`src/rtl/extended_gcd_unit_defines.svh`:
```
// Assertion macros shared by the extended gcd unit.
`ifndef EXTENDED_GCD_UNIT_DEFINES_SVH
`define EXTENDED_GCD_UNIT_DEFINES_SVH

// Check a consequence in the same cycle as its antecedent.
`define EGCD_ASSERT_SAME(label, ante, cons, msg) \
    label: assert property (@(posedge clk) disable iff (!rst_n) (ante) |-> (cons)) \
        else $error(msg);

// Check a consequence in the cycle after its antecedent.
`define EGCD_ASSERT_NEXT(label, ante, cons, msg) \
    label: assert property (@(posedge clk) disable iff (!rst_n) (ante) |=> (cons)) \
        else $error(msg);

`endif

```
`src/rtl/egcd_pkg.sv`:
```
// Types, constants and helpers shared by the extended gcd unit.
package egcd_pkg;

    localparam int WIDTH  = 32;
    localparam int DW     = 32;
    localparam int CW     = 64;
    localparam int CNT_W  = $clog2(DW);
    localparam int EXT_SH = DW - WIDTH;

    localparam logic [1:0] MODE_GCD   = 2'd0;
    localparam logic [1:0] MODE_SOLVE = 2'd1;
    localparam logic [1:0] MODE_INV   = 2'd2;

    typedef struct packed {
        logic [1:0]         mode;
        logic signed [31:0] operand_a;
        logic signed [31:0] operand_b;
        logic signed [31:0] target_c;
    } req_t;

    typedef struct packed {
        logic signed [31:0] gcd_value;
        logic signed [63:0] coef_x;
        logic signed [63:0] coef_y;
        logic               ok;
    } rsp_t;

    typedef enum logic [2:0] {
        OP_IDLE,
        OP_LOAD,
        OP_SETUP_LOOP,
        OP_SETUP_POST,
        OP_DIV_BIT,
        OP_STEP,
        OP_FINISH
    } dp_op_t;

    typedef struct packed {
        dp_op_t op;
    } dp_cmd_t;

    typedef struct packed {
        logic b_zero;
        logic post_div;
    } dp_status_t;

    function automatic logic [DW-1:0] mag(input logic signed [DW-1:0] v);
        logic [DW-1:0] neg;
        neg = DW'(-v);
        return v[DW-1] ? neg : DW'(v);
    endfunction

    function automatic logic signed [DW-1:0] sext(input logic [31:0] v);
        logic [31:0] up;
        up = v << EXT_SH;
        return DW'($signed(up) >>> EXT_SH);
    endfunction

endpackage

```
`src/rtl/egcd_div.sv`:
```
// Bit-serial restoring divider with quotient-driven product accumulators.
module egcd_div (
    input  logic                        clk,
    input  logic                        init,
    input  logic                        step,
    input  logic [egcd_pkg::DW-1:0]     dividend,
    input  logic [egcd_pkg::DW-1:0]     divisor,
    input  logic [egcd_pkg::CW-1:0]     mult_x,
    input  logic [egcd_pkg::CW-1:0]     mult_y,
    output logic [egcd_pkg::DW-1:0]     rem,
    output logic [egcd_pkg::CW-1:0]     prod_x,
    output logic [egcd_pkg::CW-1:0]     prod_y
);
    import egcd_pkg::*;

    logic [DW-1:0] dvd_reg, dvd_next;
    logic [DW-1:0] dsr_reg;
    logic [DW-1:0] rem_reg, rem_next;
    logic [CW-1:0] mx_reg, my_reg;
    logic [CW-1:0] px_reg, px_next;
    logic [CW-1:0] py_reg, py_next;
    logic [DW:0]   trial;
    logic [DW:0]   diff;
    logic          qbit;

    always_comb
    begin
        trial    = {rem_reg, dvd_reg[DW-1]};
        diff     = trial - {1'b0, dsr_reg};
        qbit     = (trial >= {1'b0, dsr_reg});
        rem_next = qbit ? diff[DW-1:0] : trial[DW-1:0];
        dvd_next = dvd_reg << 1;
        px_next  = (px_reg << 1) + (qbit ? mx_reg : '0);
        py_next  = (py_reg << 1) + (qbit ? my_reg : '0);
    end

    always_ff @(posedge clk)
    begin
        if (init)
        begin
            dvd_reg <= dividend;
            dsr_reg <= divisor;
            rem_reg <= '0;
            mx_reg  <= mult_x;
            my_reg  <= mult_y;
            px_reg  <= '0;
            py_reg  <= '0;
        end
        else if (step)
        begin
            dvd_reg <= dvd_next;
            rem_reg <= rem_next;
            px_reg  <= px_next;
            py_reg  <= py_next;
        end
    end

    assign rem    = rem_reg;
    assign prod_x = px_reg;
    assign prod_y = py_reg;

endmodule

```
`src/rtl/egcd_dp.sv`:
```
// Datapath of the extended gcd unit: operand, coefficient and result registers.
module egcd_dp (
    input  logic                 clk,
    input  logic                 rst_n,
    input  egcd_pkg::req_t       request,
    input  egcd_pkg::dp_cmd_t    cmd,
    output egcd_pkg::dp_status_t status,
    output logic                 done,
    output egcd_pkg::rsp_t       result
);
    import egcd_pkg::*;

    localparam logic [DW-1:0] ONE_D = DW'(1);

    logic [1:0]           mode_reg;
    logic signed [DW-1:0] a_reg, b_reg, bin_reg, c_reg;
    logic [CW-1:0]        ox_reg, x_reg, oy_reg, y_reg;
    logic                 sa_reg, sa_next;
    rsp_t                 result_reg, result_next;
    logic                 done_reg;

    logic [DW-1:0] dvd, dsr, rem;
    logic [CW-1:0] mx, my, px, py;
    logic          neg;
    logic          g_one, g_mone, g_unit;
    logic [DW-1:0] v32;
    logic [DW-1:0] r_signed;
    logic          post_div;
    logic          div_init;

    assign g_one    = (a_reg == ONE_D);
    assign g_mone   = (&a_reg);
    assign g_unit   = g_one || g_mone;
    assign post_div = ((mode_reg == MODE_SOLVE) && (a_reg != '0)) ||
                      ((mode_reg == MODE_INV) && (bin_reg > 0) && g_unit);
    assign div_init = (cmd.op == OP_SETUP_LOOP) || (cmd.op == OP_SETUP_POST);
    assign v32      = g_one ? ox_reg[DW-1:0] : DW'(-ox_reg[DW-1:0]);
    assign r_signed = sa_reg ? DW'(-rem) : rem;

    always_comb
    begin
        dvd     = mag(a_reg);
        dsr     = mag(b_reg);
        neg     = a_reg[DW-1] ^ b_reg[DW-1];
        mx      = neg ? CW'(-x_reg) : x_reg;
        my      = neg ? CW'(-y_reg) : y_reg;
        sa_next = a_reg[DW-1];
        if (cmd.op == OP_SETUP_POST)
        begin
            if (mode_reg == MODE_SOLVE)
            begin
                dvd     = mag(c_reg);
                dsr     = mag(a_reg);
                neg     = c_reg[DW-1] ^ a_reg[DW-1];
                mx      = neg ? CW'(-ox_reg) : ox_reg;
                my      = neg ? CW'(-oy_reg) : oy_reg;
                sa_next = c_reg[DW-1];
            end
            else
            begin
                dvd     = mag(v32);
                dsr     = bin_reg;
                mx      = '0;
                my      = '0;
                sa_next = v32[DW-1];
            end
        end
    end

    egcd_div u_div (
        .clk      (clk),
        .init     (div_init),
        .step     (cmd.op == OP_DIV_BIT),
        .dividend (dvd),
        .divisor  (dsr),
        .mult_x   (mx),
        .mult_y   (my),
        .rem      (rem),
        .prod_x   (px),
        .prod_y   (py)
    );

    always_comb
    begin
        result_next           = '0;
        result_next.gcd_value = a_reg;
        case (mode_reg)
            MODE_GCD:
            begin
                result_next.ok     = 1'b1;
                result_next.coef_x = ox_reg;
                result_next.coef_y = oy_reg;
            end
            MODE_SOLVE:
            begin
                if (a_reg == '0)
                begin
                    result_next.ok = (c_reg == '0);
                end
                else if (rem == '0)
                begin
                    result_next.ok     = 1'b1;
                    result_next.coef_x = px;
                    result_next.coef_y = py;
                end
            end
            MODE_INV:
            begin
                if (post_div)
                begin
                    result_next.ok = 1'b1;
                    if (!sa_reg)
                        result_next.coef_x = CW'(rem);
                    else if (rem != '0)
                        result_next.coef_x = CW'(bin_reg - rem);
                end
            end
            default:
            begin
                result_next.ok = 1'b0;
            end
        endcase
    end

    always_ff @(posedge clk)
    begin
        case (cmd.op)
            OP_LOAD:
            begin
                mode_reg <= request.mode;
                a_reg    <= sext(request.operand_a);
                b_reg    <= sext(request.operand_b);
                bin_reg  <= sext(request.operand_b);
                c_reg    <= sext(request.target_c);
                ox_reg   <= CW'(1);
                x_reg    <= '0;
                oy_reg   <= '0;
                y_reg    <= CW'(1);
            end
            OP_SETUP_LOOP, OP_SETUP_POST:
            begin
                sa_reg <= sa_next;
            end
            OP_STEP:
            begin
                a_reg  <= b_reg;
                b_reg  <= r_signed;
                ox_reg <= x_reg;
                x_reg  <= ox_reg - px;
                oy_reg <= y_reg;
                y_reg  <= oy_reg - py;
            end
            OP_FINISH:
            begin
                result_reg <= result_next;
            end
            default:
            begin
            end
        endcase
    end

    always_ff @(posedge clk or negedge rst_n)
    begin
        if (!rst_n)
            done_reg <= 1'b0;
        else
            done_reg <= (cmd.op == OP_FINISH);
    end

    assign status.b_zero   = (b_reg == '0);
    assign status.post_div = post_div;
    assign done            = done_reg;
    assign result          = result_reg;

endmodule

```
`src/rtl/egcd_ctrl.sv`:
```
// Sequencer of the extended gcd unit: Euclid loop, post divide and result issue.
`include "extended_gcd_unit_defines.svh"

module egcd_ctrl (
    input  logic                 clk,
    input  logic                 rst_n,
    input  logic                 start,
    output logic                 busy,
    input  egcd_pkg::dp_status_t status,
    output egcd_pkg::dp_cmd_t    cmd
);
    import egcd_pkg::*;

    typedef enum logic [2:0] {
        S_IDLE,
        S_CHECK,
        S_SETUP_LOOP,
        S_RUN,
        S_STEP,
        S_POST,
        S_FINISH
    } state_t;

    state_t           state_reg, state_next;
    logic [CNT_W-1:0] cnt_reg, cnt_next;
    logic             post_reg, post_next;

    always_comb
    begin
        state_next = state_reg;
        cnt_next   = cnt_reg;
        post_next  = post_reg;
        cmd.op     = OP_IDLE;
        unique case (state_reg)
            S_IDLE:
            begin
                if (start)
                begin
                    cmd.op     = OP_LOAD;
                    state_next = S_CHECK;
                end
            end
            S_CHECK:
            begin
                state_next = status.b_zero ? S_POST : S_SETUP_LOOP;
            end
            S_SETUP_LOOP:
            begin
                cmd.op     = post_reg ? OP_SETUP_POST : OP_SETUP_LOOP;
                cnt_next   = CNT_W'(DW - 1);
                state_next = S_RUN;
            end
            S_RUN:
            begin
                cmd.op   = OP_DIV_BIT;
                cnt_next = cnt_reg - 1'b1;
                if (cnt_reg == '0)
                    state_next = post_reg ? S_FINISH : S_STEP;
            end
            S_STEP:
            begin
                cmd.op     = OP_STEP;
                state_next = S_CHECK;
            end
            S_POST:
            begin
                if (status.post_div)
                begin
                    post_next  = 1'b1;
                    state_next = S_SETUP_LOOP;
                end
                else
                begin
                    state_next = S_FINISH;
                end
            end
            S_FINISH:
            begin
                cmd.op     = OP_FINISH;
                post_next  = 1'b0;
                state_next = S_IDLE;
            end
            default:
            begin
                state_next = S_IDLE;
            end
        endcase
    end

    always_ff @(posedge clk or negedge rst_n)
    begin
        if (!rst_n)
        begin
            state_reg <= S_IDLE;
            cnt_reg   <= '0;
            post_reg  <= 1'b0;
        end
        else
        begin
            state_reg <= state_next;
            cnt_reg   <= cnt_next;
            post_reg  <= post_next;
        end
    end

    assign busy = (state_reg != S_IDLE);

    `EGCD_ASSERT_NEXT(a_start_load, (state_reg == S_IDLE) && start, state_reg == S_CHECK, "transfer not taken")
    `EGCD_ASSERT_NEXT(a_run_count, (state_reg == S_RUN) && (cnt_reg != '0), (state_reg == S_RUN) && (cnt_reg == $past(cnt_reg) - 1'b1), "divide count slipped")
    `EGCD_ASSERT_NEXT(a_loop_step, (state_reg == S_RUN) && (cnt_reg == '0) && !post_reg, state_reg == S_STEP, "loop divide did not step")
    `EGCD_ASSERT_SAME(a_post_run, (state_reg == S_RUN) && post_reg, status.post_div, "post divide without cause")
    `EGCD_ASSERT_NEXT(a_finish_idle, state_reg == S_FINISH, (state_reg == S_IDLE) && !post_reg, "finish did not release")

endmodule

```
`src/rtl/extended_gcd_unit.sv`:
```
// Top level of the extended gcd unit: controller and datapath.
//
// Usage: drive request and raise start while busy is low; the request is
// transferred at that clock edge and busy rises in the next cycle. The unit
// runs the extended Euclid loop with truncating signed division and returns
// one result per request: done is high for exactly one cycle with result
// valid in that cycle. The receiver cannot stall, so capture it then.
// Each Euclid step tests b, sets up and runs a bit-serial divide, which also
// accumulates quotient times coefficient, then updates the registers. A
// request takes at most 45 steps on 32-bit operands, plus a second divide
// when the solve or inverse mode needs one. One request is in flight
// at a time, and a new start is taken in the cycle done is high.
// Reset (rst_n low, asynchronous) returns the controller to idle and drops
// any request in progress; no result is issued for it.
module extended_gcd_unit (
    input  logic            clk,
    input  logic            rst_n,
    input  logic            start,
    output logic            busy,
    input  egcd_pkg::req_t  request,
    output logic            done,
    output egcd_pkg::rsp_t  result
);
    import egcd_pkg::*;

    dp_cmd_t    cmd;
    dp_status_t status;

    egcd_ctrl u_ctrl (
        .clk    (clk),
        .rst_n  (rst_n),
        .start  (start),
        .busy   (busy),
        .status (status),
        .cmd    (cmd)
    );

    egcd_dp u_dp (
        .clk     (clk),
        .rst_n   (rst_n),
        .request (request),
        .cmd     (cmd),
        .status  (status),
        .done    (done),
        .result  (result)
    );

endmodule
```
`config.mk`:
```
export PLATFORM = sky130hd
export DESIGN_NAME = extended_gcd_unit
export DESIGN_NICKNAME = d
export VERILOG_FILES = /design/src/rtl/egcd_pkg.sv /design/src/rtl/egcd_div.sv /design/src/rtl/egcd_dp.sv /design/src/rtl/egcd_ctrl.sv /design/src/rtl/extended_gcd_unit.sv
export VERILOG_INCLUDE_DIRS = /design/src /design/src/rtl
export SDC_FILE = /design/constraint.sdc
export NUM_CORES = 2
export LEC_CHECK = 0
export ABC_AREA = 1
export BUFFER_PORTS_ARGS = -buffer_cell sky130_fd_sc_hd__buf_2
export CELL_PAD_IN_SITES_DETAIL_PLACEMENT = 1
export CELL_PAD_IN_SITES_GLOBAL_PLACEMENT = 2
export CORE_MARGIN = 2
export CORE_UTILIZATION = 40
export CTS_BUF_LIST = sky130_fd_sc_hd__clkbuf_16
export DETAILED_ROUTE_END_ITERATION = 10
export PLACE_DENSITY_LB_ADDON = 0.1
export SLEW_MARGIN = 20
export SYNTH_ARGS = -nofsm -noshare
export SYNTH_HDL_FRONTEND = slang
export SYNTH_SLANG_ARGS = --single-unit
```
`constraint.sdc`:
```
create_clock -name clk -period 35.6 [get_ports clk]
set_clock_uncertainty 0.05 [all_clocks]
set_input_delay 7.12 -clock clk [delete_from_list [all_inputs] [get_ports clk]]
set_output_delay 7.12 -clock clk [all_outputs]
set_load 0.01 [all_outputs]
```
==> Yosys cells after proc, flatten, opt, wreduce, memory -nomap -nowiden <==
Index checks and enable logic that the tools add are counted.
{ "op_classes": {"n_addsub": 17, "n_lt_le_gt_ge": 2, "eq_ne": 18, "n_reduce_logical": 24, "muxes": 53, "bitwise_logic": 2} }
{ "ops": {"columns": ["operator", "n"], "rows": [
  ["64-bit two-way mux", 13],
  ["64-bit case mux with 2 select lines", 5],
  ["32-bit two-way mux", 13],
  ["64-bit negator", 4],
  ["32-bit negator", 6],
  ["64-bit case mux with 3 select lines", 1],
  ["129-bit two-way mux", 1],
  ["64-bit adder", 2],
  ["32-bit zero test", 4],
  ["128-bit two-way mux", 1],
  ["32-bit case mux with 2 select lines", 2],
  ["64-bit subtractor", 2],
  ["32-bit nonzero test", 2],
  ["33-bit by 32-bit greater-or-equal comparator with 1-bit output", 1],
  ["32-bit by 32-bit subtractor with 33-bit output", 1],
  ["32-bit by 1-bit == test with 1-bit output, second input constant", 1],
  ["32-bit by 1-bit > comparator with 1-bit output, second input constant", 1],
  ["32-bit AND reduction", 1],
  ["32-bit subtractor", 1],
  ["3-bit == test, second input constant", 6],
  ["3-bit case mux with 6 select lines", 1],
  ["3-bit case mux with 5 select lines", 1],
  ["3-bit by 2-bit == test with 1-bit output, second input constant", 4],
  ["3-bit two-way mux", 4],
  ["other kinds (21)", 38]
]} }
{ "word_totals": {"ff_bits": 910, "output_inout_bits": 163, "inputBits": 101} }

==> Longest topological paths before layout <==
{ "depth": {"depth_word": 7, "mapped_depth": 34, "mapped_depth_nobuf": 32} }

==> Modules after synthesis <==
Synthesis repeated with hierarchy kept, for this count alone.
{ "unflattened": {"hier_cells": 10028, "hier_area_um2": 70497.6} }
{ "modules_own_cells": {"columns": ["module", "cells_each", "area_each_um2", "n_inst"], "rows": [
  ["egcd_dp", 6438, 45558.7, 1],
  ["egcd_div", 3510, 24378.4, 1],
  ["egcd_ctrl", 80, 560.5, 1]
]} }

==> Least setup slack after synthesis <==
Ideal clock, no wire load.
{ "synth_timing": {"path_type": "input to register", "from": "input port start", "to": "register u_dp.a_reg[0] (enable)", "arrival_ns": 22.523, "slack_ns": 11.916, "setup_ns": 1.110, "n_path_buf": 0, "stages": 2, "path_cell_list": "inv_1 a21oi_1"} }
{ "synth_via": {"elab_chain_cells": 4, "word_cells_on_any_way": 5, "cone_classes": "eq/ne (2); mux (2); reduce/logical (1)"} }
{ "synth_lines": {"columns": ["element", "line", "rtl"], "rows": [
  ["start: declaration", "extended_gcd_unit.sv:18", "input logic start,"],
  ["1-bit two-way mux (*)", "egcd_ctrl.sv:37", "if (start)"],
  ["3-bit case mux with 5 select lines (*)", "egcd_ctrl.sv:34", "unique case (state_reg)"],
  ["3-bit by 1-bit == test with 1-bit output / 3-bit == test (equally long branches)", "egcd_dp.sv:127", "case (cmd.op)"],
  ["2-bit nonzero test (no source line) (*)", null, null],
  ["end signal: assignment", "egcd_dp.sv:131", "a_reg <= sext(request.operand_a);"],
  ["end signal: assignment", "egcd_dp.sv:146", "a_reg <= b_reg;"],
  ["end: declaration", "egcd_dp.sv:16", "logic signed [DW-1:0] a_reg, b_reg, bin_reg, c_reg;"]
]} }
Mark *: on every way between the ends. The rest lies on a longest branch, timed or not.
A chain may end at the register's enable or synchronous reset.

==> Worst setup path in the final report <==
{ "layout_timing": {"from": "input port start", "to": "register u_dp.x_reg[62] (enable)"} }
{ "layout_via": {"elab_chain_cells": 4, "word_cells_on_any_way": 5, "cone_classes": "eq/ne (2); mux (2); reduce/logical (1)"} }
{ "layout_lines": {"columns": ["element", "line", "rtl"], "rows": [
  ["1-bit two-way mux (*)", "egcd_ctrl.sv:37", null],
  ["3-bit case mux with 5 select lines (*)", "egcd_ctrl.sv:34", null],
  ["3-bit by 1-bit == test with 1-bit output / 3-bit == test (equally long branches)", "egcd_dp.sv:127", null],
  ["2-bit nonzero test (no source line) (*)", null, null],
  ["end signal: assignment", "egcd_dp.sv:149", "x_reg <= ox_reg - px;"],
  ["end: declaration", "egcd_dp.sv:17", "logic [CW-1:0] ox_reg, x_reg, oy_reg, y_reg;"]
]} }
Marks and branches as above.

==> impl_metrics.toml <==
[status]
outcome = "finished, final reports clean"

[setup_path]
crit_type = "primary input to flop"
rrSetupSlack_ps = 28540
required_ps = 35930
startpoint_type = "primary input"
crit_slowest_cell = "buf_4"
slowest_delay_ps = 830
crit_chain = "buf_2 -> inv_1 -> a21oi_4 -> buf_4 -> buf_4 -> buf_4"
reg2reg_from = "u_dp.u_div.rem[0]"
reg2reg_depth = 28
worstPathMaxFanout = 67
cpMostUsedCell = "buf_4"
end_kind = "flop"
r2r-end = "u_dp.u_div.prod_x[63]"
arrival_ps = 10470

[floorplanning]
start_util_pct = 40.26
rows = 150
die_h_microns = 414.3
coreArea_sq_um = 167200
pin_count = 264
die_w_microns = 414.3
dieArea_sq_um = 171600

[detailed_routing]
ant_nets = 0
drt_iter0_drc = 5977
wirelength_microns = 310900
num_vias = 68620
vias_per_cell = 5.810
dr.pass1.iters = 6
wire_per_inst_microns = 26.32
drc = 0

[pwr]
clockPowerShare_pct = 51.9
worst_ir_drop_vdd_mv = 0.04262
switching_share_pct = 21.71
power.internal_mw = 1.866
seqPwrFrac_pct = 47.7
combPwrFrac_pct = 0.4
power_density_nw_per_um2 = 31.81
p_leak_nw = 30.88
switching_power_mw = 0.5173

[global_routing]
grt_usage_pct = 35.04
overflow = 0
grt_max_degree = 142
grt_pass1_wl_microns = 451700
grt_pass1_vias = 68070
antenna_found_initial = 14

[finish]
nFillCells = 21180
area.growth.synth_to_final_pct = 11.28
final_layout_size_suffix_gt1_share_pct = 6.940
largest_reg_flops = 161
multi_input_comb_area_sq_um = 35500
seq_area_sq_um = 25670
finalNetCount = 9933
final_area_sq_um = 74920

[yosys]
ys.flop_type = "edfxtp_1"
ys_seq_area_share_pct = 38.14
ys_ff_latch = 910
ys_types = 70
synthArstFlopShare_pct = 1.099
synthTopCellsByArea = "edfxtp_1 (33%), nand2_1 (9.3%), inv_1 (7.6%)"
synth_area_leader_cell = "edfxtp_1"
syn_nets = 9738
avgSynthCellArea_sq_um = 7.235
syn_inst = 9305
netlist_top_cells_count = "nand2_1 (1,667), inv_1 (1,367), nor2_1 (1,298)"
synth_edf_count = 740
synth.most_common_cell = "nand2_1"
syn_area_sq_um = 67320
yosysWarnings = 0
synth.top_cell.area_share_pct = 33.01

[timing]
period_needed_ps = 10140
worst_slew_pin_slew_ps = 1378
max_clock_freq_mhz = 98.64
relSlewSlack_pct = 7.427
hold_viol = 0
maxSlewViolCount = 0
post-route-period-util_pct = 28.48
tns_ps = 0
hold_slack_ps = 426.1
rsz0062_at_grt = "no"
setup_viol = 0
worst_slack_ps = 25460

[clock_tree]
cts_made_buffers = 110
cts.sinks = 910
clk_pin_slew_ps = 60
clk_latency_ps = 780
cts_tree = "built"
root_buffer = "clkbuf_16"
cts_max_path_buffers = 3
cts_max_level = 3
cts_resized = 0
ctsHoldBuffers = 0
cts_setup_buffers = 0

[flow_run]
drv_cap = 0

[worst_hold_path]
holdPathStages = 2
min_from = "u_dp.u_div.prod_y[45]"
hold_class = "flop to flop"
hold_path_end = "u_dp.u_div.prod_y[45]"

[placement]
gp_congestion = 1.035
dp_slack_ps = 24730
placed_cell_area_sq_um = 71030
dpl.hpwl_microns = 246000
port_buffers = 263
==> stage by stage <==
step                cells  power [mW]  utilization [%]
finish              11810       2.383            44.80
detailed placement  11590       1.169            42.48
global placement    11590       1.169            42.48
global route        11800       2.434            44.79
floorplan            9305       1.162                -
CTS                 11800       2.398            44.78
==> logic make-up (layout without fill, tap and decap cells) <==
kind of cell               after synthesis  after routing  synth area share, %
other                                    0             10                    0
xor gates and xnor gates               206            206                2.680
and+or+nand+nor                       3791           3791                23.60
adders and majority gates              332            332                6.237
DFF                                    910            910                38.14
AOI/OAI and AO/OA                     2425           2425                20.07
buffers and inverters                 1641           1932                9.276
==> placed cells by master (no fill, tap or decap), types with 19 or more instances in the layout <==
master	n
a21o_1	46
a21oi_1	842
a22oi_1	62
a31oi_1	115
buf_2	263
buf_4	67
bufinv_16	20
clkbuf_16	114
clkinv_1	22
clkinv_2	23
dfxtp_1	160
edfxtp_1	740
ha_1	326
inv_1	1378
inv_2	19
nand2_1	1664
nand2_2	22
nand3_1	338
nand4_1	116
nor2_1	1292
nor2_2	23
nor2_4	20
nor3_1	161
nor4_1	65
o211ai_1	39
o21a_1	71
o21ai_0	900
o21ai_1	37
o21bai_1	29
o221ai_1	24
o22ai_1	160
o31ai_1	20
or2_2	31
xnor2_1	45
xor2_1	161
==> per-layer routing <==
metal,wire (microns),global-route usage (%),vias to the layer above
met5,27,0,-
met4,20770,20.33,4
met3,17120,4.553,605
met2,143100,57.43,2218
met1,129900,44.37,33810
li1,-,-,31990
==> final cells by class <==
class / instances / share of cell area [%]
clock buffers: 114 / 3.808
inverters: 1392 / 6.996
multi-input cells: 6754 / 47.39
diodes: 10 / 0.03340
well taps: 2204 / 3.681
clock inverters: 94 / 1.339
flip-flops and latches: 910 / 34.27
repair buffers: 332 / 2.482
==> power groups by stage <==
stage          combinational [mW]  sequential [mW]  clock [mW]
5_1_grt                    0.0118             1.14        1.29
2_1_floorplan             0.00268             1.16           0
4_1_cts                    0.0105             1.14        1.25
3_3_place_gp              0.00956             1.16           0
3_5_place_dp               0.0103             1.16           0
6_report                   0.0106             1.14        1.24
==> worst max-delay path: cells and delay by family <==
kind / cells / cell delay, ps
AOI/OAI and AO/OA: 1 / 710
buffers and inverters: 5 / 2450
==> worst max-delay path by stage <==
stage / to / cells after the start / startpoint / slack [ps]
after floorplan: u_dp.a_reg[0] / 2 / start / 11920
after global placement: u_dp.ox_reg[57] / 6 / start / 24820
after detailed placement: u_dp.ox_reg[54] / 6 / start / 24730
after CTS: u_dp.x_reg[62] / 6 / start / 25520
after global routing: u_dp.x_reg[62] / 6 / start / 25320
final: u_dp.x_reg[62] / 6 / start / 25460
Note: power is estimated with default switching activity, not from simulation.
